### src/rtl/assert_macros.svh
// Assertion macros shared by the RTL.
`ifndef ASSERT_MACROS_SVH
`define ASSERT_MACROS_SVH

// Consequent must hold in the same cycle as the antecedent.
`define MDV_ASSERT_IMPLY(lbl, clk, rst_n, ante, cons) \
  lbl: assert property (@(posedge clk) disable iff (!rst_n) (ante) |-> (cons)) \
    else $error("implication failed");

// Expression must never be true outside reset.
`define MDV_ASSERT_NEVER(lbl, clk, rst_n, expr) \
  lbl: assert property (@(posedge clk) disable iff (!rst_n) !(expr)) \
    else $error("forbidden condition");

`endif

### src/rtl/mdv_pkg.sv
// Shared widths, constants and the queued item type.
package mdv_pkg;
  localparam int HALF_W         = 32;
  localparam int WORD_W         = 64;
  localparam int PROD_W         = WORD_W + HALF_W;
  localparam int MDV_FIFO_DEPTH = 4;

  typedef struct packed {
    logic [PROD_W-1:0] prod;
    logic [HALF_W-1:0] divisor;
    logic              ovf;
    logic              dbz;
  } item_t;
endpackage

### src/rtl/mdv_fifo.sv
// Short item queue between the front end and the divider.
`include "assert_macros.svh"
module mdv_fifo #(
  parameter int DEPTH = mdv_pkg::MDV_FIFO_DEPTH
) (
  input  logic           clk,
  input  logic           rst_n,
  input  logic           push_valid,
  output logic           full,
  input  mdv_pkg::item_t push_item,
  output logic           pop_valid,
  input  logic           pop_ready,
  output mdv_pkg::item_t pop_item
);
  import mdv_pkg::*;

  localparam int PTR_W = (DEPTH > 1) ? $clog2(DEPTH) : 1;
  localparam int CNT_W = $clog2(DEPTH + 1);
  localparam logic [PTR_W-1:0] LAST  = PTR_W'(DEPTH - 1);
  localparam logic [CNT_W-1:0] FULLC = CNT_W'(DEPTH);

  item_t            mem [DEPTH];
  logic [PTR_W-1:0] wr_r, rd_r;
  logic [CNT_W-1:0] cnt_r;
  logic             push, pop;

  assign full      = (cnt_r == FULLC);
  assign pop_valid = (cnt_r != '0);
  assign push      = push_valid && !full;
  assign pop       = pop_valid && pop_ready;
  assign pop_item  = mem[rd_r];

  always_ff @(posedge clk) begin
    if (!rst_n) begin
      wr_r  <= '0;
      rd_r  <= '0;
      cnt_r <= '0;
    end else begin
      if (push) wr_r <= (wr_r == LAST) ? '0 : wr_r + 1'b1;
      if (pop)  rd_r <= (rd_r == LAST) ? '0 : rd_r + 1'b1;
      if (push && !pop)      cnt_r <= cnt_r + 1'b1;
      else if (pop && !push) cnt_r <= cnt_r - 1'b1;
    end
    if (push) mem[wr_r] <= push_item;
  end

  `MDV_ASSERT_NEVER(a_cnt_bound, clk, rst_n, cnt_r > FULLC)
endmodule

### config.mk
export PLATFORM = sky130hd
export DESIGN_NAME = mdv_fifo
export DESIGN_NICKNAME = d
export VERILOG_FILES = /design/src/rtl/mdv_pkg.sv /design/src/rtl/mdv_fifo.sv
export VERILOG_INCLUDE_DIRS = /design/src /design/src/rtl
export SDC_FILE = /design/constraint.sdc
export NUM_CORES = 1
export LEC_CHECK = 0
export ABC_AREA = 0
export BUFFER_PORTS_ARGS = -buffer_cell sky130_fd_sc_hd__buf_2
export CORE_MARGIN = 8
export CORE_UTILIZATION = 60
export CTS_CLUSTER_SIZE = 10
export DETAILED_ROUTE_END_ITERATION = 10
export GPL_TIMING_DRIVEN = 0
export PLACE_DENSITY = 0.94
export SLEW_MARGIN = 15
export SYNTH_ARGS = -nofsm -noshare
export SYNTH_HDL_FRONTEND = slang
export SYNTH_SLANG_ARGS = --single-unit
### constraint.sdc
create_clock -name clk -period 9.9 [get_ports clk]
set_input_delay 1.98 -clock clk [delete_from_list [all_inputs] [get_ports clk]]
set_output_delay 1.98 -clock clk [all_outputs]
set_load 0.005 [all_outputs]
# --- After elaboration in Yosys (flattened, before gate mapping) ---
# Memory sizes are Yosys's and may differ from the RTL's. A register that Yosys moved wholly into a read port is not among the register bits.
# Index checks and enable logic that the tools add are counted.
totals:
  reg_bits: 7
  ramBits: 520
  out_inout_bits: 132
  elab_cells: 28
  n_memories: 1
memory_table:
  columns: ["memory", "words", "width", "rd", "rd_clocked_by_memory_dff", "write_ports", "line_no", "text"]
  rows:
  - ["mem", 4, 130, 1, 1, 1, "mdv_fifo.sv:22", "item_t mem [DEPTH];"]
classes:
  addsub: 4
  n_eq_ne: 3
  muxes: 8
  n_reduce_logical: 9
ops:
  columns: ["operator", "count"]
  rows:
  - ["2-bit two-way mux", 4]
  - ["3-bit two-way mux", 2]
  - ["2-bit by 1-bit adder with 2-bit output, second input constant", 2]
  - ["2-bit equality test, second input constant", 2]
  - ["1-bit logical AND", 4]
  - ["3-bit by 1-bit adder with 3-bit output, second input constant", 1]
  - ["3-bit equality test, second input constant", 1]
  - ["1-bit logical NOT", 3]
  - ["3-bit nonzero test", 1]
  - ["3-bit by 1-bit subtractor with 3-bit output, second input constant", 1]
  - ["1-bit two-way mux", 2]
  - ["2-bit nonzero test", 1]

# --- Depth between registers and ports, before layout ---
logic_depth:
  ltp_word: 7
  ltp_mapped: 9
  ltp_nobuf: 8

# --- Worst setup path after synthesis ---
# Ideal clock, no wire load.
synth_timing:
  path_type: "in2reg"
  start: "in push_valid"
  end: "mem mem[0][0] (netlist bit), enable pin"
  setup_ns: 0.505
  t_arrival_ns: 5.352
  setup_slack_ns: 4.044
  stages: 3
  path_buffers: 1
  cell_sequence: "nor2b_1 -> clkbuf_1 -> and2_1"
synth_between:
  elab_chain_len: 3
synth_rtl:
  columns: ["element", "line_no", "text"]
  rows:
  - ["start, declared", "mdv_fifo.sv:8", "input logic push_valid,"]
  - ["1-bit logical AND", "mdv_fifo.sv:29", "assign push = push_valid && !full;"]
  - ["net push", "mdv_fifo.sv:25", "logic push, pop;"]
  - ["1-bit two-way mux", "mdv_fifo.sv:44", "if (push) mem[wr_r] <= push_item;"]
  - ["1-bit two-way mux (not written as such)", "mdv_fifo.sv:44", null]
  - ["end, declared", "mdv_fifo.sv:22", null]
# The timed path passes the listed nets, and every way through them passes these cells.

==> flow_summary_export.csv <==
group,metric,value,unit
outcome,status,"finished clean",
cts,post_cts_resized,0,
placed_design,numPortBuffers,265,
route,drcViolationCount,0,
timing,hold_violations,0,
global_route,overflow,0,
synth,synth_common_cells,"edfxtp_1 (520), mux4_2 (130), buf_12 (11)",
timing,finClkSkew,0.008682,ns
setup_path,crit_path_max_fanout,10,
cts,cts_max_path_buffers,3,
route,totalWireLength,40890,um
cells_and_area,area_growth,18.74,%
flow_run,cap_violations,0,
floorplan,io_pins,266,
route,ant_nets,0,
setup_path,end_kind,"output port",
timing,rsz0062_at_grt,"false",
power_and_ir_drop,swShare,24.73,%
power_and_ir_drop,combPwrFrac,22.4,%
timing,setup_viol,0,
timing,fmax,0.2148,GHz
synth,synth_ff_type,"edfxtp_1",
synth,yosysWarningCount,0,
synth,ys_seq_elements,529,
floorplan,die_h,195.5,um
floorplan,rows,65,
synth,async_reset_ff_share,0,%
synth,synth_seq_area_share,81.68,%
timing,drv_slew,0,
power_and_ir_drop,p_seq_share,47.2,%
global_route,grt_pass1_wl,60620,um
timing,tns,0,ns
synth,synthesis.nets,871,
floorplan,die_w,195.5,um
floorplan,initial_utilization,61.12,%
setup_path,critPathLaunchType,"flip-flop",
cts,clock-root-buffer,"clkbuf_16",
route,first_pass_iters,5,
placed_design,routabilityCongestion,0.7016,
route,vias,8998,
synth,synth_edf_count,520,
timing,worstMarginPinSlew,0.9882,ns
synth,yosysMostFrequentCell,"edfxtp_1",
synth,syn-instance-count,730,
power_and_ir_drop,ir_worst_vdd,215.0,uV
synth,yosysTopAreaCellShare,80.75,%
cts,h-tree-depth,2,
synth,synth_area_leader_cell,"edfxtp_1",
floorplan,core,0.03164,sq mm
synth,synth.area.top_cells,"edfxtp_1 (81%), mux4_2 (15%), buf_12 (1.1%)",
cts,cts_hold_buffers,0,
global_route,grt_pass1_vias,9660,
route,routed_via_density,6.063,
setup_path,crit_type,"reg -> out",
route,drtIter0Drc,617,
worst_hold_path,hold_class,"reg -> reg",
cells_and_area,nets,1207,
floorplan,die_area,0.03823,sq mm
cts,postCtsSetupBuffers,0,
route,wire_per_inst,27.55,um
cells_and_area,layout-drive-gt1-share,45.88,%
setup_path,crit_required,7.92,ns
cts,clkLatencyLatePin,0.55,ns
global_route,grt_max_degree,52,
power_and_ir_drop,p_total,5925,uW
power_and_ir_drop,power_leakage,0.007736,uW
cts,clkSinkCount,529,
power_and_ir_drop,intPower,4459,uW
power_and_ir_drop,power_density,258.0,mW/mm^2
setup_path,arrival,2.68,ns
power_and_ir_drop,p_clk_share,30.5,%
synth,synth.distinct_cells,25,
cts,cts_tree,"yes",
cts,cts_buffers,58,
global_route,antenna_found_initial,9,
cts,path_clk_slew,0.05,ns
synth,syn_avg_cell_area,26.49,sq um
placed_design,place_hpwl,25160,um
global_route,grt.total_usage,21.15,%
power_and_ir_drop,switchingPower,1465,uW
timing,slew_headroom,34.12,%
timing,finalCriticalPeriod,4.655,ns
synth,syn_area,0.01934,sq mm
timing,min_period_over_period,47.02,%
## worst max-delay path, cell delays in order (launching register included)
cell and delay [ns]:
dfxtp_1 0.37, clkbuf_1 0.76, buf_2 0.44, mux4_2 0.40
buf_2 0.15
## layout make-up
type	count	area (sq um)
multi-input combinational	167	3214
inverter	3	11.26
clock buffer	72	1525
timing repair buffer	276	1569
sequential	529	15800
fill	1685	8676
buffer	31	326.6
clock inverter	1	8.758
tap	402	503.0
antenna	3	7.507
## cells by family after synthesis
kind of cell | synth area share [%]
and+or+nand+nor | 0.5370
muxes | 15.30
buffers and inverters | 1.747
DFF | 81.68
adders and majority gates | 0.4917
xor gates and xnor gates | 0.09060
AOI/OAI and AO/OA | 0.1553
## state kept, by name (all words and copies together) (netlist names), named ones only
signal	count
mem	520
wr_r	2
cnt_r	3
rd_r	2
## stage by stage
| stage | cells | instance area (sq um) | utilization [%] | worst slack [ns] | hold WS [ns] |
|---|---|---|---|---|---|
| 6_report | 1484 | 22960 | 72.58 | 5.245 | 0.5103 |
| 5_1_grt | 1484 | 22960 | 72.58 | 5.177 | 0.5315 |
| 4_1_cts | 1481 | 22950 | 72.55 | 5.230 | 0.5058 |
| 3_5_place_dp | 1408 | 21420 | 67.70 | 5.677 | 0.4982 |
| 3_3_place_gp | 1397 | 21170 | 66.91 | 1.651 | 0.4833 |
| 2_1_floorplan | 730 | 19340 | - | 4.044 | 0.4677 |
## worst paths after layout
check | to | cells after the start | from | slack (ns)
max reg2reg | mem[2][104] | 6 | cnt_r[0] | 7.19
min | wr_r[1] | 2 | wr_r[1] | 0.51
min reg2reg | wr_r[1] | 2 | wr_r[1] | 0.51
max | pop_item[49] | 4 | flip-flop | 5.24
## layer usage
metal  vias up  wire, um  global-route usage (%)
met4        12      1017                   5.924
met2       414     21340                   36.65
met5         -        69                       0
met1      4682     14910                   26.21
li1       3807         -                       -
met3        83      3544                   5.502
## power groups by stage
stage	Clock, uW	Sequential [uW]	Combinational, uW
after floorplan	0	2840	793
after global placement	0	2870	1270
after detailed placement	0	2830	1330
after CTS	1840	2800	1360
after global routing	1920	2810	1420
final	1800	2790	1330
## placed cells by master, fill, tap and decap left out
cell type,instances
or3_1,2
buf_4,3
and2_1,1
fa_1,1
nor2_1,2
xor2_1,1
inv_6,1
mux2i_1,3
mux4_2,130
nor2b_1,2
buf_6,1
o31ai_1,1
o21ai_0,3
clkbuf_16,59
xnor2_1,1
buf_1,3
nand3_1,2
dfxtp_1,9
buf_12,19
a21boi_0,1
buf_2,275
buf_16,3
diode_2,3
nor3b_1,1
edfxtp_1,520
clkbuf_1,16
inv_1,3
and2_4,4
nand2_1,6
ha_1,6
Note: power is estimated with default switching activity, not from simulation.
